## config.mk

```make
export PLATFORM = sky130hd
export DESIGN_NAME = c_escape_sequence_decoder
export DESIGN_NICKNAME = d
export VERILOG_FILES = /design/src/rtl/ced_pkg.sv /design/src/rtl/ced_front.sv /design/src/rtl/ced_queue.sv /design/src/rtl/ced_back.sv /design/src/rtl/c_escape_sequence_decoder.sv
export SDC_FILE = /design/constraint.sdc
export NUM_CORES = 1
export LEC_CHECK = 0
export BUFFER_PORTS_ARGS = -buffer_cell sky130_fd_sc_hd__buf_2
export CELL_PAD_IN_SITES_DETAIL_PLACEMENT = 2
export CELL_PAD_IN_SITES_GLOBAL_PLACEMENT = 2
export CORE_UTILIZATION = 49
export DETAILED_ROUTE_END_ITERATION = 8
export PLACE_DENSITY_LB_ADDON = 0.1
export SLEW_MARGIN = 0
export SYNTH_ARGS = -nofsm -noshare
export SYNTH_HDL_FRONTEND = slang
export SYNTH_SLANG_ARGS = --single-unit
```

## constraint.sdc

```tcl
create_clock -name clk -period 7.12 [get_ports clk]
set_input_delay 1.424 -clock clk [delete_from_list [all_inputs] [get_ports clk]]
set_output_delay 1.424 -clock clk [all_outputs]
set_load 0.03 [all_outputs]
```

## src/rtl/ced_pkg.sv

```systemverilog
// ----------------------------------------------------------------------------
// ced_pkg
// Shared types, character codes and helper functions for the escape decoder.
// ----------------------------------------------------------------------------
package ced_pkg;

    localparam int unsigned ValueWidth = 63;
    localparam int unsigned QueueDepth = 4;
    localparam int unsigned QueuePtrWidth = $clog2(QueueDepth);

    localparam logic [7:0] CH_BSLASH = 8'h5C;
    localparam logic [7:0] CH_X      = 8'h78;
    localparam logic [7:0] CH_T      = 8'h74;
    localparam logic [7:0] CH_A      = 8'h61;
    localparam logic [7:0] CH_N      = 8'h6E;
    localparam logic [7:0] CH_F      = 8'h66;
    localparam logic [7:0] CH_R      = 8'h72;
    localparam logic [7:0] CH_0      = 8'h30;
    localparam logic [7:0] CH_7      = 8'h37;
    localparam logic [7:0] CH_9      = 8'h39;
    localparam logic [7:0] CH_LA     = 8'h61;
    localparam logic [7:0] CH_LF     = 8'h66;
    localparam logic [7:0] CH_UA     = 8'h41;
    localparam logic [7:0] CH_UF     = 8'h46;
    localparam logic [7:0] BYTE_SAT  = 8'hFF;

    typedef enum logic [2:0] {
        MODE_NORMAL = 3'd0,
        MODE_ESC    = 3'd1,
        MODE_XPEND  = 3'd2,
        MODE_HEX    = 3'd3,
        MODE_OCT1   = 3'd4,
        MODE_OCT2   = 3'd5
    } mode_t;

    typedef struct packed {
        logic [7:0] char_in;
        logic       finish;
    } req_t;

    typedef struct packed {
        logic [7:0] byte_out;
        logic       has_byte;
        logic       last;
    } rsp_t;

    typedef struct packed {
        logic two;
        rsp_t r0;
        rsp_t r1;
    } entry_t;

    typedef struct packed {
        logic       valid;
        logic [3:0] digit;
    } hex_t;

    function automatic hex_t hex_digit(input logic [7:0] c);
        hex_t h;
        h.valid = 1'b1;
        h.digit = 4'd0;
        if (c >= CH_0 && c <= CH_9)
        begin
            h.digit = 4'(c - CH_0);
        end
        else if (c >= CH_LA && c <= CH_LF)
        begin
            h.digit = 4'(c - CH_LA + 8'd10);
        end
        else if (c >= CH_UA && c <= CH_UF)
        begin
            h.digit = 4'(c - CH_UA + 8'd10);
        end
        else
        begin
            h.valid = 1'b0;
        end
        return h;
    endfunction

    function automatic logic is_oct(input logic [7:0] c);
        return (c >= CH_0) && (c <= CH_7);
    endfunction

endpackage

```

## src/rtl/ced_front.sv

```systemverilog
// ----------------------------------------------------------------------------
// ced_front
// Accepts characters, runs the escape state machine, queues up to two bytes.
// ----------------------------------------------------------------------------
module ced_front (
    input  logic            clk,
    input  logic            rst_n,
    input  logic            req_valid,
    output logic            req_ready,
    input  ced_pkg::req_t   req,
    input  logic            q_full,
    output logic            push,
    output ced_pkg::entry_t push_entry
);

    ced_pkg::mode_t                   mode_reg, mode_next;
    logic [ced_pkg::ValueWidth-1:0]   value_reg, value_next;
    logic                             sat_reg, sat_next;
    logic                             accept;
    logic                             emit;
    logic                             pend;
    logic [7:0]                       pend_byte;
    ced_pkg::hex_t                    hx;
    logic [7:0]                       c;

    assign req_ready = !q_full;
    assign accept    = req_valid && req_ready;
    assign push      = accept && emit;
    assign c         = req.char_in;
    assign hx        = ced_pkg::hex_digit(c);

    always_ff @(posedge clk or negedge rst_n)
    begin
        if (!rst_n)
        begin
            mode_reg  <= ced_pkg::MODE_NORMAL;
            value_reg <= '0;
            sat_reg   <= 1'b0;
        end
        else if (accept)
        begin
            mode_reg  <= mode_next;
            value_reg <= value_next;
            sat_reg   <= sat_next;
        end
    end

    always_comb
    begin
        pend      = 1'b1;
        pend_byte = value_reg[7:0];
        unique case (mode_reg)
            ced_pkg::MODE_ESC:   pend_byte = ced_pkg::CH_BSLASH;
            ced_pkg::MODE_XPEND: pend_byte = ced_pkg::CH_X;
            ced_pkg::MODE_HEX:   pend_byte = sat_reg ? ced_pkg::BYTE_SAT : value_reg[7:0];
            ced_pkg::MODE_OCT1,
            ced_pkg::MODE_OCT2:  pend_byte = value_reg[7:0];
            default:             pend = 1'b0;
        endcase
    end

    always_comb
    begin
        mode_next  = mode_reg;
        value_next = value_reg;
        sat_next   = sat_reg;
        emit       = 1'b0;
        push_entry = '0;

        if (req.finish)
        begin
            emit                   = 1'b1;
            push_entry.r0.byte_out = pend ? pend_byte : 8'd0;
            push_entry.r0.has_byte = pend;
            push_entry.r0.last     = 1'b1;
            mode_next              = ced_pkg::MODE_NORMAL;
        end
        else
        begin
            // A flush emits the pending byte first, then the character as text unless it is a backslash.
            logic flush;
            flush = 1'b0;
            unique case (mode_reg)
                ced_pkg::MODE_ESC:
                begin
                    mode_next = ced_pkg::MODE_NORMAL;
                    emit      = 1'b1;
                    push_entry.r0.has_byte = 1'b1;
                    unique case (c)
                        ced_pkg::CH_BSLASH: push_entry.r0.byte_out = 8'h5C;
                        ced_pkg::CH_T:      push_entry.r0.byte_out = 8'h09;
                        ced_pkg::CH_A:      push_entry.r0.byte_out = 8'h07;
                        ced_pkg::CH_N:      push_entry.r0.byte_out = 8'h0A;
                        ced_pkg::CH_F:      push_entry.r0.byte_out = 8'h0C;
                        ced_pkg::CH_R:      push_entry.r0.byte_out = 8'h0D;
                        default:            push_entry.r0.byte_out = c;
                    endcase
                    if (c == ced_pkg::CH_X)
                    begin
                        emit      = 1'b0;
                        mode_next = ced_pkg::MODE_XPEND;
                    end
                    else if (ced_pkg::is_oct(c))
                    begin
                        emit       = 1'b0;
                        mode_next  = ced_pkg::MODE_OCT1;
                        value_next = ced_pkg::ValueWidth'(c - ced_pkg::CH_0);
                    end
                end
                ced_pkg::MODE_XPEND:
                begin
                    if (hx.valid)
                    begin
                        value_next = ced_pkg::ValueWidth'(hx.digit);
                        sat_next   = 1'b0;
                        mode_next  = ced_pkg::MODE_HEX;
                    end
                    else
                    begin
                        flush = 1'b1;
                    end
                end
                ced_pkg::MODE_HEX:
                begin
                    if (hx.valid)
                    begin
                        if (sat_reg || (value_reg[62:59] != 4'd0))
                        begin
                            sat_next = 1'b1;
                        end
                        else
                        begin
                            value_next = {value_reg[58:0], hx.digit};
                        end
                    end
                    else
                    begin
                        flush = 1'b1;
                    end
                end
                ced_pkg::MODE_OCT1:
                begin
                    if (ced_pkg::is_oct(c))
                    begin
                        value_next = {value_reg[59:0], c[2:0]};
                        mode_next  = ced_pkg::MODE_OCT2;
                    end
                    else
                    begin
                        flush = 1'b1;
                    end
                end
                ced_pkg::MODE_OCT2:
                begin
                    if (ced_pkg::is_oct(c))
                    begin
                        value_next = {value_reg[59:0], c[2:0]};
                        mode_next  = ced_pkg::MODE_NORMAL;
                        emit       = 1'b1;
                        push_entry.r0.byte_out = {value_reg[4:0], c[2:0]};
                        push_entry.r0.has_byte = 1'b1;
                    end
                    else
                    begin
                        flush = 1'b1;
                    end
                end
                default:
                begin
                    if (c == ced_pkg::CH_BSLASH)
                    begin
                        mode_next = ced_pkg::MODE_ESC;
                    end
                    else
                    begin
                        mode_next = ced_pkg::MODE_NORMAL;
                        emit      = 1'b1;
                        push_entry.r0.byte_out = c;
                        push_entry.r0.has_byte = 1'b1;
                    end
                end
            endcase

            if (flush)
            begin
                emit                   = 1'b1;
                push_entry.r0.byte_out = pend_byte;
                push_entry.r0.has_byte = 1'b1;
                if (c == ced_pkg::CH_BSLASH)
                begin
                    mode_next = ced_pkg::MODE_ESC;
                end
                else
                begin
                    mode_next              = ced_pkg::MODE_NORMAL;
                    push_entry.two         = 1'b1;
                    push_entry.r1.byte_out = c;
                    push_entry.r1.has_byte = 1'b1;
                end
            end
        end
    end

endmodule

```

## src/rtl/ced_queue.sv

```systemverilog
// ----------------------------------------------------------------------------
// ced_queue
// Small register queue of decoded entries between front and back.
// ----------------------------------------------------------------------------
module ced_queue (
    input  logic            clk,
    input  logic            rst_n,
    input  logic            push,
    input  ced_pkg::entry_t push_entry,
    output logic            full,
    input  logic            pop,
    output logic            empty,
    output ced_pkg::entry_t head
);

    localparam int unsigned CntWidth = ced_pkg::QueuePtrWidth + 1;

    ced_pkg::entry_t                   mem_reg [ced_pkg::QueueDepth];
    logic [ced_pkg::QueuePtrWidth-1:0] wr_reg, rd_reg;
    logic [CntWidth-1:0]               cnt_reg;
    logic                              do_push, do_pop;

    assign full    = (cnt_reg == CntWidth'(ced_pkg::QueueDepth));
    assign empty   = (cnt_reg == '0);
    assign do_push = push && !full;
    assign do_pop  = pop && !empty;
    assign head    = mem_reg[rd_reg];

    always_ff @(posedge clk)
    begin
        if (do_push)
        begin
            mem_reg[wr_reg] <= push_entry;
        end
    end

    always_ff @(posedge clk or negedge rst_n)
    begin
        if (!rst_n)
        begin
            wr_reg  <= '0;
            rd_reg  <= '0;
            cnt_reg <= '0;
        end
        else
        begin
            if (do_push)
            begin
                wr_reg <= wr_reg + 1'b1;
            end
            if (do_pop)
            begin
                rd_reg <= rd_reg + 1'b1;
            end
            if (do_push && !do_pop)
            begin
                cnt_reg <= cnt_reg + 1'b1;
            end
            else if (do_pop && !do_push)
            begin
                cnt_reg <= cnt_reg - 1'b1;
            end
        end
    end

endmodule

```

## src/rtl/ced_back.sv

```systemverilog
// ----------------------------------------------------------------------------
// ced_back
// Unpacks queued entries into single result beats behind an output register.
// ----------------------------------------------------------------------------
module ced_back (
    input  logic            clk,
    input  logic            rst_n,
    input  logic            q_empty,
    input  ced_pkg::entry_t head,
    output logic            pop,
    output logic            rsp_valid,
    input  logic            rsp_ready,
    output ced_pkg::rsp_t   rsp
);

    logic          out_valid_reg;
    ced_pkg::rsp_t out_reg;
    logic          spare_valid_reg;
    ced_pkg::rsp_t spare_reg;
    logic          slot_free;

    assign slot_free = !out_valid_reg || rsp_ready;
    assign pop       = slot_free && !spare_valid_reg && !q_empty;
    assign rsp_valid = out_valid_reg;
    assign rsp       = out_reg;

    always_ff @(posedge clk or negedge rst_n)
    begin
        if (!rst_n)
        begin
            out_valid_reg   <= 1'b0;
            spare_valid_reg <= 1'b0;
        end
        else if (slot_free)
        begin
            if (spare_valid_reg)
            begin
                out_valid_reg   <= 1'b1;
                spare_valid_reg <= 1'b0;
            end
            else
            begin
                out_valid_reg   <= !q_empty;
                spare_valid_reg <= !q_empty && head.two;
            end
        end
    end

    always_ff @(posedge clk)
    begin
        if (slot_free)
        begin
            if (spare_valid_reg)
            begin
                out_reg <= spare_reg;
            end
            else
            begin
                out_reg   <= head.r0;
                spare_reg <= head.r1;
            end
        end
    end

endmodule

```

## src/rtl/c_escape_sequence_decoder.sv

```systemverilog
// ----------------------------------------------------------------------------
// c_escape_sequence_decoder
// C backslash escape decoder: one character beat in, zero to two bytes out.
//
//   channel  dir  handshake               payload
//   req      in   req_valid / req_ready   ced_pkg::req_t (char_in, finish)
//   rsp      out  rsp_valid / rsp_ready   ced_pkg::rsp_t (byte_out, has_byte, last)
//
// One req beat per cycle unless the queue is full; the escape state machine updates
// in the cycle of acceptance. Results leave one per cycle while rsp_ready is high,
// from an output register loaded at the queue read. A character that flushes a
// pending escape yields two beats; output bandwidth bounds the rate of such streams.
// Reset clears the decode state, the four-entry queue and the output stage.
// Either side may stall; req_ready drops only while the queue is full.
// ----------------------------------------------------------------------------
module c_escape_sequence_decoder (
    input  logic          clk,
    input  logic          rst_n,
    input  logic          req_valid,
    output logic          req_ready,
    input  ced_pkg::req_t req,
    output logic          rsp_valid,
    input  logic          rsp_ready,
    output ced_pkg::rsp_t rsp
);

    logic            q_full;
    logic            q_empty;
    logic            push;
    logic            pop;
    ced_pkg::entry_t push_entry;
    ced_pkg::entry_t head;

    ced_front u_front (
        .clk        (clk),
        .rst_n      (rst_n),
        .req_valid  (req_valid),
        .req_ready  (req_ready),
        .req        (req),
        .q_full     (q_full),
        .push       (push),
        .push_entry (push_entry)
    );

    ced_queue u_queue (
        .clk        (clk),
        .rst_n      (rst_n),
        .push       (push),
        .push_entry (push_entry),
        .full       (q_full),
        .pop        (pop),
        .empty      (q_empty),
        .head       (head)
    );

    ced_back u_back (
        .clk       (clk),
        .rst_n     (rst_n),
        .q_empty   (q_empty),
        .head      (head),
        .pop       (pop),
        .rsp_valid (rsp_valid),
        .rsp_ready (rsp_ready),
        .rsp       (rsp)
    );

endmodule
```

[After elaboration in Yosys (flattened, before gate mapping)]
Memories as Yosys holds them, arrays and structs flattened.
Index checks and enable logic that the tools add are counted.
Operators by class
  add/subtract/negate cells: 10
  order comparisons: 7
  bitwise gates (word level): 2
  reduce and logical (&&, ||, !) cells: 34
  eq/ne operators: 24
  multiplexer cells: 57
Operator list (number)
  $mux W63: 6
  $pmux W63 S4: 1
  $eq A8 B7 Y1 const B: 7
  $pmux W8 S6: 1
  $mux W9: 5
  $mux W3: 9
  $pmux W9 S3: 1
  $pmux W8 S3: 1
  $mux W1: 22
  $mux W10: 2
  $ge A8 B7 Y1 const B: 2
  $le A8 B6 Y1 const B: 2
  $le A8 B7 Y1 const B: 2
  $mux W8: 2
  $pmux W3 S5: 1
  $logic_and A1 B1 Y1: 13
  $mux W4: 3
  $ne A4 B2 Y1 const B: 3
  $sub A4 B1 Y4 const B: 3
  $ne A2 B1 Y1 const B: 5
  $eq A3 B3 Y1 const B: 3
  $reduce_and A9 Y1: 1
  $sub A8 B6 Y9 const B: 1
  $add A4 B4 Y4 const B: 2
  22 further kinds: 36
Storage, ports and cells
  output and inout port bits: 12
  bits in writable memories: 80
  logic and storage cells: 149
  memories kept: 1
  input port bits: 13
  flip-flop bits (word level): 96
Memory list
  u_queue.mem_reg: depth 4, bits a word 20, read ports 1, clocked after memory_dff 0, wr ports 1, RTL line ced_queue.sv:18  | ced_pkg::entry_t mem_reg [ced_pkg::QueueDepth];

[Depth between registers and ports, before layout]
Gate-level depths: netlist (run 1).
  word-level depth: 16
  mapped depth: 13
  mapped depth without buffers: 13

[Hierarchy]
From an unflattened synthesis (run 1), not the netlist that was laid out.
Unflattened totals
  cells, all modules: 701
  area, all modules: 8710.9 um2
Modules (own cells, without submodules)
  ced_front: cells each 513, area each 4380.5 um2, instances 1, sequential area each 1676.6 um2
  ced_queue: cells each 146, area each 3464.6 um2, instances 1, sequential area each 2697.6 um2
  ced_back: cells each 42, area each 865.8 um2, instances 1, sequential area each 650.6 um2

[Worst setup path before layout (run 1)]
No wires, ideal clock.
  path type: input-to-reg
  start point: in req[1] (netlist bit)
  end point: reg u_queue.cnt_reg[2]
  path slack: 2849 ps
  arrival: 4192 ps
  cell stages on the path: 13
  setup time: 79 ps
  path through: inv_1 > ha_1 > or4b_4 > a311o_1 > o21ai_2 > and3_1 > o31a_1 > ha_1 > inv_1 > fa_1 > xor2_1 > nor2_1 > xor2_1
Between the ends
  cells in the longest elaborated chain, start to end: 15
  elaborated cells on any way between the ends: 33
Ends and longest elaborated chain
  start, declared: RTL line c_escape_sequence_decoder.sv:21  | input ced_pkg::req_t req,
  $ge A8 B7 Y1 / $le A8 B7 Y1 (equally long branches): RTL line ced_pkg.sv:70  | else if (c >= CH_UA && c <= CH_UF)
  $logic_and A1 B1 Y1: RTL line ced_pkg.sv:70
  $mux W1: RTL line ced_pkg.sv:70
  $mux W1: RTL line ced_pkg.sv:66  | else if (c >= CH_LA && c <= CH_LF)
  $mux W1: RTL line ced_pkg.sv:62  | if (c >= CH_0 && c <= CH_9)
  $mux W1: RTL line ced_front.sv:112, ced_front.sv:125
  $pmux W1 S2: RTL line ced_front.sv:83  | unique case (mode_reg)
  $mux W1: RTL line ced_front.sv:70  | if (req.finish)
  $mux W1 *: RTL line ced_front.sv:184  | if (flush)
  $mux W1 *: RTL line ced_front.sv:70
  $logic_and A1 B1 Y1 *: RTL line ced_front.sv:28  | assign push = accept && emit;
  $logic_and A1 B1 Y1 *: RTL line ced_queue.sv:25  | assign do_push = push && !full;
  named net u_queue.do_push: RTL line ced_queue.sv:21  | logic do_push, do_pop;
  $logic_not A1 Y1: RTL line ced_queue.sv:59  | else if (do_pop && !do_push)
  $logic_and A1 B1 Y1: RTL line ced_queue.sv:59
  $reduce_bool A2 Y1 (no line)
  end signal, assigned: RTL line ced_queue.sv:57  | cnt_reg <= cnt_reg + 1'b1;
  end signal, assigned: RTL line ced_queue.sv:61  | cnt_reg <= cnt_reg - 1'b1;
  end, declared: RTL line ced_queue.sv:20  | logic [CntWidth-1:0] cnt_reg;
The timed path passes the listed nets; every way through them passes the cells marked *. The select of a mux whose other input is x is not followed.
A chain may end at the register's enable or synchronous reset.

[Worst setup path after layout (run 1)]
  start point: in req[2] (netlist bit)
  end point: reg u_queue.cnt_reg[2]
Same word-level chain as after synthesis.

==> results of run 1 <==
## per-stage QoR
stage / util / hold slack, ns
final: 0.5523 / 0.5473
after detailed placement: 0.5164 / 0.5139
after CTS: 0.5523 / 0.5544
after floorplan: - / 0.4636
after global placement: 0.5164 / 0.4837
after global routing: 0.5523 / 0.5684
## cell type report
type,instances,area share
flip-flops and latches,171,0.4960
multi-input cells,393,0.3870
clock buffers,18,0.04699
well taps,225,0.02937
repair buffers,31,0.01827
clock inverters,14,0.01801
inverters,11,0.004308
## routing by layer
layer | part of all wire | vias up | global-route usage
met2 | 0.51 | 210 | 0.5322
met1 | 0.42 | 3096 | 0.4090
met5 | 0 | - | 0
met4 | 0.023 | 0 | 0.1105
li1 | - | 2472 | -
met3 | 0.040 | 45 | 0.04639
## cell usage in the layout, fill, tap and decap left out, types with 5 or more instances in the layout
cell	n
edfxtp_1	95
dfrtp_1	76
mux2_4	60
a221o_1	56
nand2_1	25
nor2_1	24
buf_2	23
mux4_2	19
a21oi_1	18
clkbuf_16	18
mux2_2	16
o21ai_0	16
ha_1	14
nor3_1	13
and2_1	12
inv_1	11
xnor2_1	8
buf_4	8
nor2b_1	7
nor4_1	7
a31oi_1	6
nand2b_1	5
o22ai_1	5
a221oi_1	5
inv_8	5
## how the worst max path moves through the flow
stage / slack, ns / to
after floorplan: 2.85 / u_queue.cnt_reg[2]
after global placement: 2.12 / u_queue.mem_reg[0][4]
after detailed placement: 1.98 / u_queue.mem_reg[0][4]
after CTS: 2.28 / u_queue.cnt_reg[2]
after global routing: 2.11 / u_queue.cnt_reg[2]
final: 2.21 / u_queue.cnt_reg[2]
## critical path, cell delays in order
cell and delay, ns:
buf_2 0.16, inv_1 0.23, ha_1 0.30, or4b_4 0.52, a311o_1 0.42, o21ai_2 0.14, and3_1 0.30, o31a_1 0.38
ha_1 0.28, inv_1 0.07, fa_1 0.41, xor2_1 0.31, nor2_1 0.10, xor2_1 0.21
## cells by family after synthesis
| family | after synthesis | share of synthesized area |
|---|---|---|
| AO/OA/AOI/OAI | 150 | 0.1411 |
| flip-flops | 171 | 0.5458 |
| multiplexers | 97 | 0.1755 |
| AND/OR/NAND/NOR | 120 | 0.07268 |
| XOR/XNOR | 11 | 0.01106 |
| buffers and inverters | 59 | 0.03146 |
| adder cells (fa/ha/maj) | 15 | 0.02241 |
## power by group
part           total [mW]  switching [mW]  internal [mW]  leakage, nW
Combinational       0.899           0.511          0.388         1.49
Sequential           1.55           0.222           1.33         1.90
Clock               0.989           0.463          0.526        0.305
==> metrics.md, run 1 <==
| Metric | Value |
|---|---|
| Worst Min Path Start | u_front.value_reg[26] |
| Antenna violations before repair | 1 |
| Clock buffer depth | 2 |
| Multi-input logic area | 3710 um2 |
| Leakage power | 3.694 nW |
| Worst skew pair latency | 0.45 ns |
| Final hold violation count | 0 |
| CTS Buf Count | 17 |
| CP required | 7.47 ns |
| Hold Path End | u_front.value_reg[26] |
| Routability congestion estimate from global placement | 0.8658 |
| Max-slew violation count | 0 |
| Final Setup Violations | 0 |
| Syn Area/Cell | 13.98 um2 |
| Post-CTS Setup Repair Bufs | 0 |
| TritonCTS clock tree | yes |
| R2r setup slk | 3.35 ns |
| Filler Cell Count | 1542 |
| Setup ws final | 2.214 ns |
| Synth cell types | 68 |
| Clock sink count | ~170 |
| Clock Tree Root | clkbuf_16 |
| Design area | 9585 um2 |
| Register bit count reported by yosys | 171 |
| Crit path time final | around 5 ns |
| Final Non-Filler Cells | 863 |
| Die ar. | 18310 um2 |
| Synth top area cells | edfxtp_1 (33%), dfrtp_1 (22%), mux2_4 (10%) |
| Post-Place Setup Slack | 1.983 ns |
| Max reg flops | 76 |
| R2R Path Start | u_front.mode_reg[2] |
| First-pass GRT wire length | 41.14 mm |
| Rows | 48 |
| IO Count | 25 |
| Via Count | 5823 |
| Maximum clock frequency | 0.2038 GHz |
| RSZ-0062 raised after global routing | no |
| Dpl cells | 831 |
| Crit Path Class | input port to flip-flop |
| Post-cts sizing count | 0 |
| Number of routed nets with antenna violations | 0 |
| CP Capture Type | flip-flop |
| Worst EP arrival | 5.26 ns |
| Vias per Instance | a little under 7 |
| Post-synth EDFFs | 95 |
| Rel. slew slack | 0.2672 |
| Post-synthesis async set-or-reset flop share | 0.4444 |
| Residual DRC | 0 |
| Router iterations before antenna repair | 5 |
| Largest net degree at the start of global routing | 77 |
| Overflow after GRT | 0 |
| Hold-fix buffers, CTS | 0 |
| Area after DPL | approximately 9000 um2 |
| Ys Warns | 0 |
| Routed len/inst | 31.38 um |
| CP Launch Type | input port |
| Clk_skew | 0.01253 ns |
| Share of the yosys chip area belonging to registers | 0.5458 |
| Net Count, Synth | 651 |
| Setup TNS | 0 ns |
| Vias in the first global route | 6286 |
| Mapped cell area | between 8000 and 9000 um2 |
| Main synth FF type | edfxtp_1 |
| Crit path launch | req[2] |
| DP Wirelength | 17.20 mm |
| R2R Path End | u_queue.cnt_reg[2] |
| Outcome | finished clean |
| Layout cell share with drive strength beyond 1 | 0.2649 |
| Syn-to-layout area delta | 10.04% |
| Top-count cell post-synth | edfxtp_1 |
| Chip height | 135.3 um |
| Count of mapped cells out of synthesis | 623 |
| Initial Util | 0.5019 |
| Initial drt markers | 514 |
| Clock Pin Slew Worst Setup and Hold Paths | 0.08 ns |
| Synth cell count leaders | edfxtp_1 (95), dfrtp_1 (76), mux2_4 (60), a221o_1 (56), clkbuf_1 (34) |
| Worst hold path type | flip-flop to flip-flop |
| Worst Hold Depth | 1 |
| Max-Cap Viols | 0 |
| Register area | 4755 um2 |
| Least-Margin Pin Slew | 1.099 ns |
| Final period utilization | 0.6891 |
| ANT cells | 0 |
| CTS H-tree depth | 4 |
| R2R depth | 11 |
| All-Layer GR Usage | 0.3135 |
| Nets | around 650 |
| Power density over the cells | 358.8 nW/um2 |
| Peak supply drop | around 0.21 mV |
| Input/output buffers | 24 |
| Final Total Pwr | 3.439 mW |
| Core ar. | 17360 um2 |
| CP Max Fanout | 7 |
| Die width | 135.3 um |
| Top-area cell type share of the netlist area | 0.3275 |
| Final WL | 27.09 mm |
| Top cell type by total area after synthesis | edfxtp_1 |
Note: power is estimated with default switching activity, not from simulation.
==> run 2: changes to the inputs <==
--- a/config.mk
+++ b/config.mk
@@ -5,10 +5,11 @@
 export SDC_FILE = /design/constraint.sdc
 export NUM_CORES = 1
 export LEC_CHECK = 0
+export ABC_AREA = 1
 export BUFFER_PORTS_ARGS = -buffer_cell sky130_fd_sc_hd__buf_2
 export CELL_PAD_IN_SITES_DETAIL_PLACEMENT = 2
 export CELL_PAD_IN_SITES_GLOBAL_PLACEMENT = 2
-export CORE_UTILIZATION = 49
+export CORE_UTILIZATION = 39
 export DETAILED_ROUTE_END_ITERATION = 8
 export PLACE_DENSITY_LB_ADDON = 0.1
 export SLEW_MARGIN = 0
==> constraint.sdc (replaced) <==
create_clock -name clk -period 4.82 [get_ports clk]
set_input_delay 0.964 -clock clk [delete_from_list [all_inputs] [get_ports clk]]
set_output_delay 0.964 -clock clk [all_outputs]
set_load 0.03 [all_outputs]
==> run 2 against run 1 <==
Compared with the run above:
- die area is 29% higher
- critical path depth rose by 4
- via count rose by 27%
- clock skew rose by 0.0016 ns
- first-iteration DRC count is 30% lower
- wire length is 4.1% higher
- critical path type is now flip-flop to flip-flop
- highest routed layer unchanged
==> metrics.md, run 2 <==
| Metric | Value |
|---|---|
| Outcome | finished clean |
| Peak supply drop | 0.2963 mV |
| Mapped cell area | 8999 um2 |
| Crit path time final | ~3.5 ns |
| Met1 usage | 0.3336 |
| Largest net degree at the start of global routing | 70 |
| Clock buffer depth | 2 |
| Share of the yosys chip area belonging to registers | 0.5284 |
| Leakage power | 4.547 nW |
| Synth top area cells | edfxtp_1 (32%), dfrtp_1 (21%), nand2_1 (9.5%) |
| TritonCTS clock tree | yes |
| IO Count | 25 |
| CP Launch Type | flip-flop |
| Vias in the first global route | 8088 |
| Count of mapped cells out of synthesis | 1057 |
| Final hold violation count | 0 |
| Vias per Instance | 5.456 |
| Routability congestion estimate from global placement | 0.8877 |
| Max-Cap Viols | 0 |
| Via Count | 7398 |
| Die ar. | 23690 um2 |
| Synth cell count leaders | nand2_1 (227), inv_1 (172), nor2_1 (126), edfxtp_1 (95), nand3_1 (81) |
| Input/output buffers | 24 |
| Ys Warns | 0 |
| Final Setup Violations | 0 |
| Initial drt markers | 361 |
| Clk_skew | about 0.014 ns |
| Post-synth EDFFs | 95 |
| Routed len/inst | 20.79 um |
| Crit path largest cell delay | 0.42 ns |
| Antenna violations before repair | 0 |
| CP Capture Type | flip-flop |
| Worst skew pair latency | 0.45 ns |
| Hold-fix buffers, CTS | 0 |
| Setup ws final | 1.305 ns |
| Clock Pin Slew Worst Setup and Hold Paths | 0.08 ns |
| Residual DRC | 0 |
| Setup TNS | 0 ns |
| Area after DPL | roughly 9300 um2 |
| Chip height | ~150 um |
| Most common cell after layout, fill and taps aside | nand2_1 |
| Main synth FF type | edfxtp_1 |
| Met2 usage | 0.4249 |
| GR Util met3 | 0.03974 |
| Grt peak-use layer | met2 |
| Commonest non-fill, non-tap cells in the layout | nand2_1 (227), inv_1 (171), nor2_1 (126), edfxtp_1 (95), nand3_1 (81) |
| Net Count, Synth | 1085 |
| Least-Margin Pin Slew | 1.099 ns |
| Worst EP arrival | 3.84 ns |
| Rows | 55 |
| Syn Area/Cell | around 8.5 um2 |
| RSZ-0062 raised after global routing | no |
| DP Wirelength | 18.30 mm |
| Power density over the cells | 546.3 nW/um2 |
| Number of routed nets with antenna violations | 0 |
| Post-CTS Setup Repair Bufs | 0 |
| ANT cells | 0 |
| Router iterations before antenna repair | 5 |
| Final hold slack | roughly 0.53 ns |
| Cells along the critical path | inv_1 > nor2_1 > nand2_1 > inv_1 > nand2_1 > inv_2 > nand2_1 > nand2_1 > nor2_1 > nand4_1 > nand2_1 > inv_1 > ha_1 > inv_1 > fa_1 > a21oi_1 > o21ai_0 > xnor2_1 |
| Syn-to-layout area delta | 10.19% |
| CP required | 5.15 ns |
| Maximum clock frequency | roughly 0.28 GHz |
| CP Max Fanout | 11 |
| Die width | between 150 and 200 um |
| Top-area cell type share of the netlist area | 0.3170 |
| All-Layer GR Usage | 0.2526 |
| CTS Buf Count | 17 |
| Register bit count reported by yosys | 171 |
| Rel. slew slack | 0.2664 |
| Nets | 1086 |
| Design area | between 9000 and 10000 um2 |
| Top-count cell post-synth | nand2_1 |
| Clock sink count | 171 |
| Post-Place Setup Slack | about 0.9 ns |
| Layout cell share with drive strength beyond 1 | 0.09150 |
| Final Total Pwr | 5.417 mW |
| Final WL | 28.20 mm |
| Max reg flops | 76 |
| Core ar. | 22640 um2 |
| Synth cell types | 42 |
| Post-cts sizing count | 0 |
| Worst path slowest cell | dfrtp_1 |
| Crit Path Class | flip-flop to flip-flop |
| Initial Util | 0.3975 |
| Final period utilization | 0.7293 |
| Worst hold path type | input port to async pin |
| Max-slew violation count | 0 |
| R2r setup slk | 1.30 ns |
| First-pass GRT wire length | between 40 and 50 mm |
| Cell mode on critical path | nand2_1 |
| Overflow after GRT | 0 |
| CTS H-tree depth | 4 |
| Top cell type by total area after synthesis | edfxtp_1 |
| Post-synthesis async set-or-reset flop share | 0.4444 |
| Clock Tree Root | clkbuf_16 |
[run 2: cell types whose count changed in the layout (fill, tap and decap cells not counted), moves of 15 or more]
cell and delta:
a221oi_1 +51, nand3_1 +78, inv_1 +160, mux4_2 -19, nand2_1 +202, mux2_2 -15, o21ai_0 +42, mux2_4 -60
nor2_1 +102, a221o_1 -56
[run 2: path summary, 6_finish.rpt]
check	startpoint	end	depth (start not counted)
setup / recovery	u_front.mode_reg[0]	u_queue.cnt_reg[2]	18
min in group clk	u_front.value_reg[61]	u_front.value_reg[61]	4
hold reg to reg	u_front.value_reg[61]	u_front.value_reg[61]	4
setup reg to reg	u_front.mode_reg[0]	u_queue.cnt_reg[2]	18
hold / removal	rst_n	u_queue.rd_reg[1]	1
max in group asynchronous	rst_n	u_front.value_reg[0]	2
[run 2: stage by stage]
stage	cells	utilization
2_1_floorplan	1057	-
3_3_place_gp	1324	0.4108
3_5_place_dp	1324	0.4108
4_1_cts	1356	0.4380
5_1_grt	1356	0.4380
6_report	1356	0.4380
[run 2: cell families (layout without fill, tap and decap cells)]
family	count (synthesis)	after routing	share of synthesized area
flip-flops	171	171	0.5284
AO/OA/AOI/OAI	165	165	0.1207
multiplexers	1	1	0.001251
adder cells (fa/ha/maj)	15	15	0.02169
buffers and inverters	240	254	0.1083
AND/OR/NAND/NOR	458	458	0.2129
XOR/XNOR	7	7	0.006813
[run 2: worst max-delay path, delay by kind of cell, from the launching register on]
| kind | cells | cell delay, ns |
|---|---|---|
| xor+xnor | 1 | 0.15 |
| simple gates | 8 | 1.18 |
| fa+ha+maj | 2 | 0.54 |
| buf+inv | 5 | 0.79 |
| flops | 1 | 0.42 |
| compound gates | 2 | 0.33 |
[run 2: cell type report]
class | count | area [um2]
timing repair buffer | 36 | 212.7
inverter | 186 | 700.7
multi-input combinational | 646 | 3276
fill | 2583 | 12720
tap | 285 | 356.6
clock buffer | 17 | 425.4
sequential | 171 | 4755
clock inverter | 15 | 190.2
[run 2: routing by layer]
metal | wire, um | vias up
met4 | 529 | 0
li1 | - | 3480
met5 | 0 | -
met1 | 12940 | 3748
met3 | 894 | 35
met2 | 13830 | 135
[run 2: power by group]
group / switching [mW] / internal [mW] / leakage (nW) / total, mW
combinational: 1.07 / 0.467 / 2.54 / 1.54
clock: 0.731 / 0.712 / 0.299 / 1.44
sequential: 0.347 / 2.09 / 1.71 / 2.44
total: 2.15 / 3.27 / 4.55 / 5.42
==> run 3: changes to the inputs <==
--- a/config.mk
+++ b/config.mk
@@ -9,7 +9,7 @@
 export BUFFER_PORTS_ARGS = -buffer_cell sky130_fd_sc_hd__buf_2
 export CELL_PAD_IN_SITES_DETAIL_PLACEMENT = 2
 export CELL_PAD_IN_SITES_GLOBAL_PLACEMENT = 2
-export CORE_UTILIZATION = 39
+export CORE_UTILIZATION = 35
 export DETAILED_ROUTE_END_ITERATION = 8
 export PLACE_DENSITY_LB_ADDON = 0.1
 export SLEW_MARGIN = 0
==> constraint.sdc (replaced) <==
create_clock -name clk -period 2.9 [get_ports clk]
set_input_delay 0.58 -clock clk [delete_from_list [all_inputs] [get_ports clk]]
set_output_delay 0.58 -clock clk [all_outputs]
set_load 0.03 [all_outputs]
==> run 3 against run 2 <==
Compared with the run above:
- via count is 2.7% higher
- global-route usage is 2.0 points lower
- first-iteration DRC count is 7.5% higher
- critical path depth is 1 lower
- combinational power is 78% higher
- utilization is 1.9 points lower
- non-clock buffer count is 62 higher
- critical path type is now input port to flip-flop
- count of clock-buffer cells in the layout stayed put
==> metrics.md, run 3 (synthesis results as in run 2) <==
| Metric | Value |
|---|---|
| Cell mode on critical path | inv_1 |
| Worst skew pair latency | 0.44 ns |
| Max-Cap Viols | 0 |
| Maximum clock frequency | around 0.38 GHz |
| Antenna violations before repair | 0 |
| Least-Margin Pin Slew | 0.6561 ns |
| Final period utilization | 0.9170 |
| Clock Tree Root | clkbuf_16 |
| Die width | 162.3 um |
| Max reg flops | 76 |
| Leakage power | 4.884 nW |
| Worst path slowest cell | fa_1 |
| Router iterations before antenna repair | 4 |
| Dpl cells | 1431 |
| Post-CTS Setup Repair Bufs | 0 |
| Vias in the first global route | 8190 |
| Sw frac | 0.3886 |
| Syn-to-layout area delta | 17.27% |
| Final hold violation count | 0 |
| Power density over the cells | 871.4 nW/um2 |
| Most common cell after layout, fill and taps aside | nand2_1 |
| Final core utilization | 0.4191 |
| Max-slew violation count | 0 |
| Nets | 1148 |
| Peak supply drop | 0.6405 mV |
| Die ar. | 26360 um2 |
| Vias per Instance | approximately 5.2 |
| Clk pwr share | 0.267 |
| Internal power | 5.622 mW |
| Clk_skew | 0.01628 ns |
| Multi-input logic area | around 3300 um2 |
| Sequential Power Share | 0.435 |
| Final hold slack | 0.1320 ns |
| Hold-fix buffers, CTS | 0 |
| Initial Util | 0.3573 |
| CP Launch Type | input port |
| Commonest non-fill, non-tap cells in the layout | nand2_1 (226), inv_1 (171), nor2_1 (124), edfxtp_1 (95), nand3_1 (81) |
| CP Capture Type | flip-flop |
| Number of routed nets with antenna violations | 0 |
| Core ar. | roughly 25000 um2 |
| WP buf/inv | 4 |
| First-pass GRT wire length | 46.79 mm |
| Residual DRC | 0 |
| TritonCTS clock tree | yes |
| Clock sink count | 171 |
| Cells along the critical path | buf_2 > inv_1 > ha_2 > nand2_1 > nor2_1 > nor2_1 > a21oi_2 > nand3_2 > nand4_1 > nand2_1 > inv_1 > ha_1 > inv_1 > fa_1 > a21oi_1 > o21ai_0 > xnor2_1 |
| Outcome | finished clean |
| CTS H-tree depth | 4 |
| IO Count | 25 |
| Worst EP arrival | 2.98 ns |
| Clock buffer depth | 2 |
| ANT cells | 0 |
| Register area | 4755 um2 |
| All-Layer GR Usage | 0.2330 |
| Layout cell share with drive strength beyond 1 | 0.1447 |
| Switching pwr | between 3 and 4 mW |
| CTS Buf Count | 17 |
| Gate power share | 0.298 |
| Input/output buffers | 24 |
| Final Non-Filler Cells | 1463 |
| CP required | 3.22 ns |
| Crit Path Class | input port to flip-flop |
| Worst hold path type | input port to async pin |
| Filler Cell Count | 2826 |
| DP Wirelength | 19.87 mm |
| Initial drt markers | 388 |
| Final WL | 28.98 mm |
| Final Setup Violations | 0 |
| Rel. slew slack | 0.5626 |
| Overflow after GRT | 0 |
| Clock Pin Slew Worst Setup and Hold Paths | 0.08 ns |
| Routability congestion estimate from global placement | 0.8575 |
| RSZ-0062 raised after global routing | no |
| Largest net degree at the start of global routing | 57 |
| Routed len/inst | 19.81 um |
| Crit path time final | about 2.7 ns |
| Via Count | 7595 |
| Chip height | 162.3 um |
| Crit path largest cell delay | 0.40 ns |
| Rows | 58 |
| Top delay family on crit path | adder cells |
| CP Max Fanout | 5 |
-- run 3: stage by stage --
step                setup slack, ns  instance area, um2  power (mW)  setup TNS (ns)
finish                       0.2408               10550       9.195               0
global route                0.03495               10550       9.781               0
CTS                          0.1024               10540       9.329               0
detailed placement          -0.3183                9910       6.783         -0.4907
global placement            -0.1006                9910       6.540         -0.1474
floorplan                  -0.08525                8999       5.642          -6.479
-- run 3: final timing paths --
path	from	end	slack [ns]	depth (start not counted)
max	req[2]	u_queue.cnt_reg[2]	0.24	17
min	rst_n	u_back.rsp_valid	0.13	1
max reg2reg	u_front.mode_reg[1]	u_queue.cnt_reg[1]	0.26	15
min reg2reg	u_queue.cnt_reg[2]	u_queue.cnt_reg[2]	0.55	1
max in group asynchronous	rst_n	u_front.value_reg[8]	2.10	2
min in group clk	u_queue.cnt_reg[2]	u_queue.cnt_reg[2]	0.55	1
-- run 3: worst register-to-register path: stages (launching register included) --
cell	delay, ns
dfrtp_1	0.45
inv_2	0.08
nor2_4	0.17
inv_2	0.08
nand2_2	0.13
inv_2	0.08
nand2_2	0.11
nor2_2	0.05
nor2_1	0.09
nand4_1	0.17
nand2_1	0.13
inv_1	0.05
ha_1	0.16
inv_1	0.10
fa_1	0.42
mux2_2	0.27
-- run 3: power by group through the flow --
| stage | clock, mW | combinational [mW] | sequential (mW) |
|---|---|---|---|
| global route | 2.59 | 3.10 | 4.09 |
| finish | 2.45 | 2.74 | 4.00 |
| global placement | 0 | 2.54 | 4.00 |
| detailed placement | 0 | 2.74 | 4.05 |
| CTS | 2.52 | 2.80 | 4.01 |
| floorplan | 0 | 1.63 | 4.01 |
-- run 3: cell type report --
cell class              instances  share of cell area
well taps                     330             0.03913
multi-input cells             646              0.3114
clock inverters                15             0.01968
repair buffers                 98             0.07256
clock buffers                  17             0.04031
flip-flops and latches        171              0.4506
inverters                     186             0.06640
-- run 3: metal layers --
metal	share of wire	global-route usage	wire, um
met1	0.46	0.3004	13320
met2	0.51	0.4097	14710
met3	0.019	0.02725	548
met4	0.014	0.06604	401
met5	0	0	0
-- run 3: timing repair --
action	4_1_cts	5_1_grt
gates resized for setup	0	4
hold endpoints to repair	0	0
setup endpoints to repair	0	1
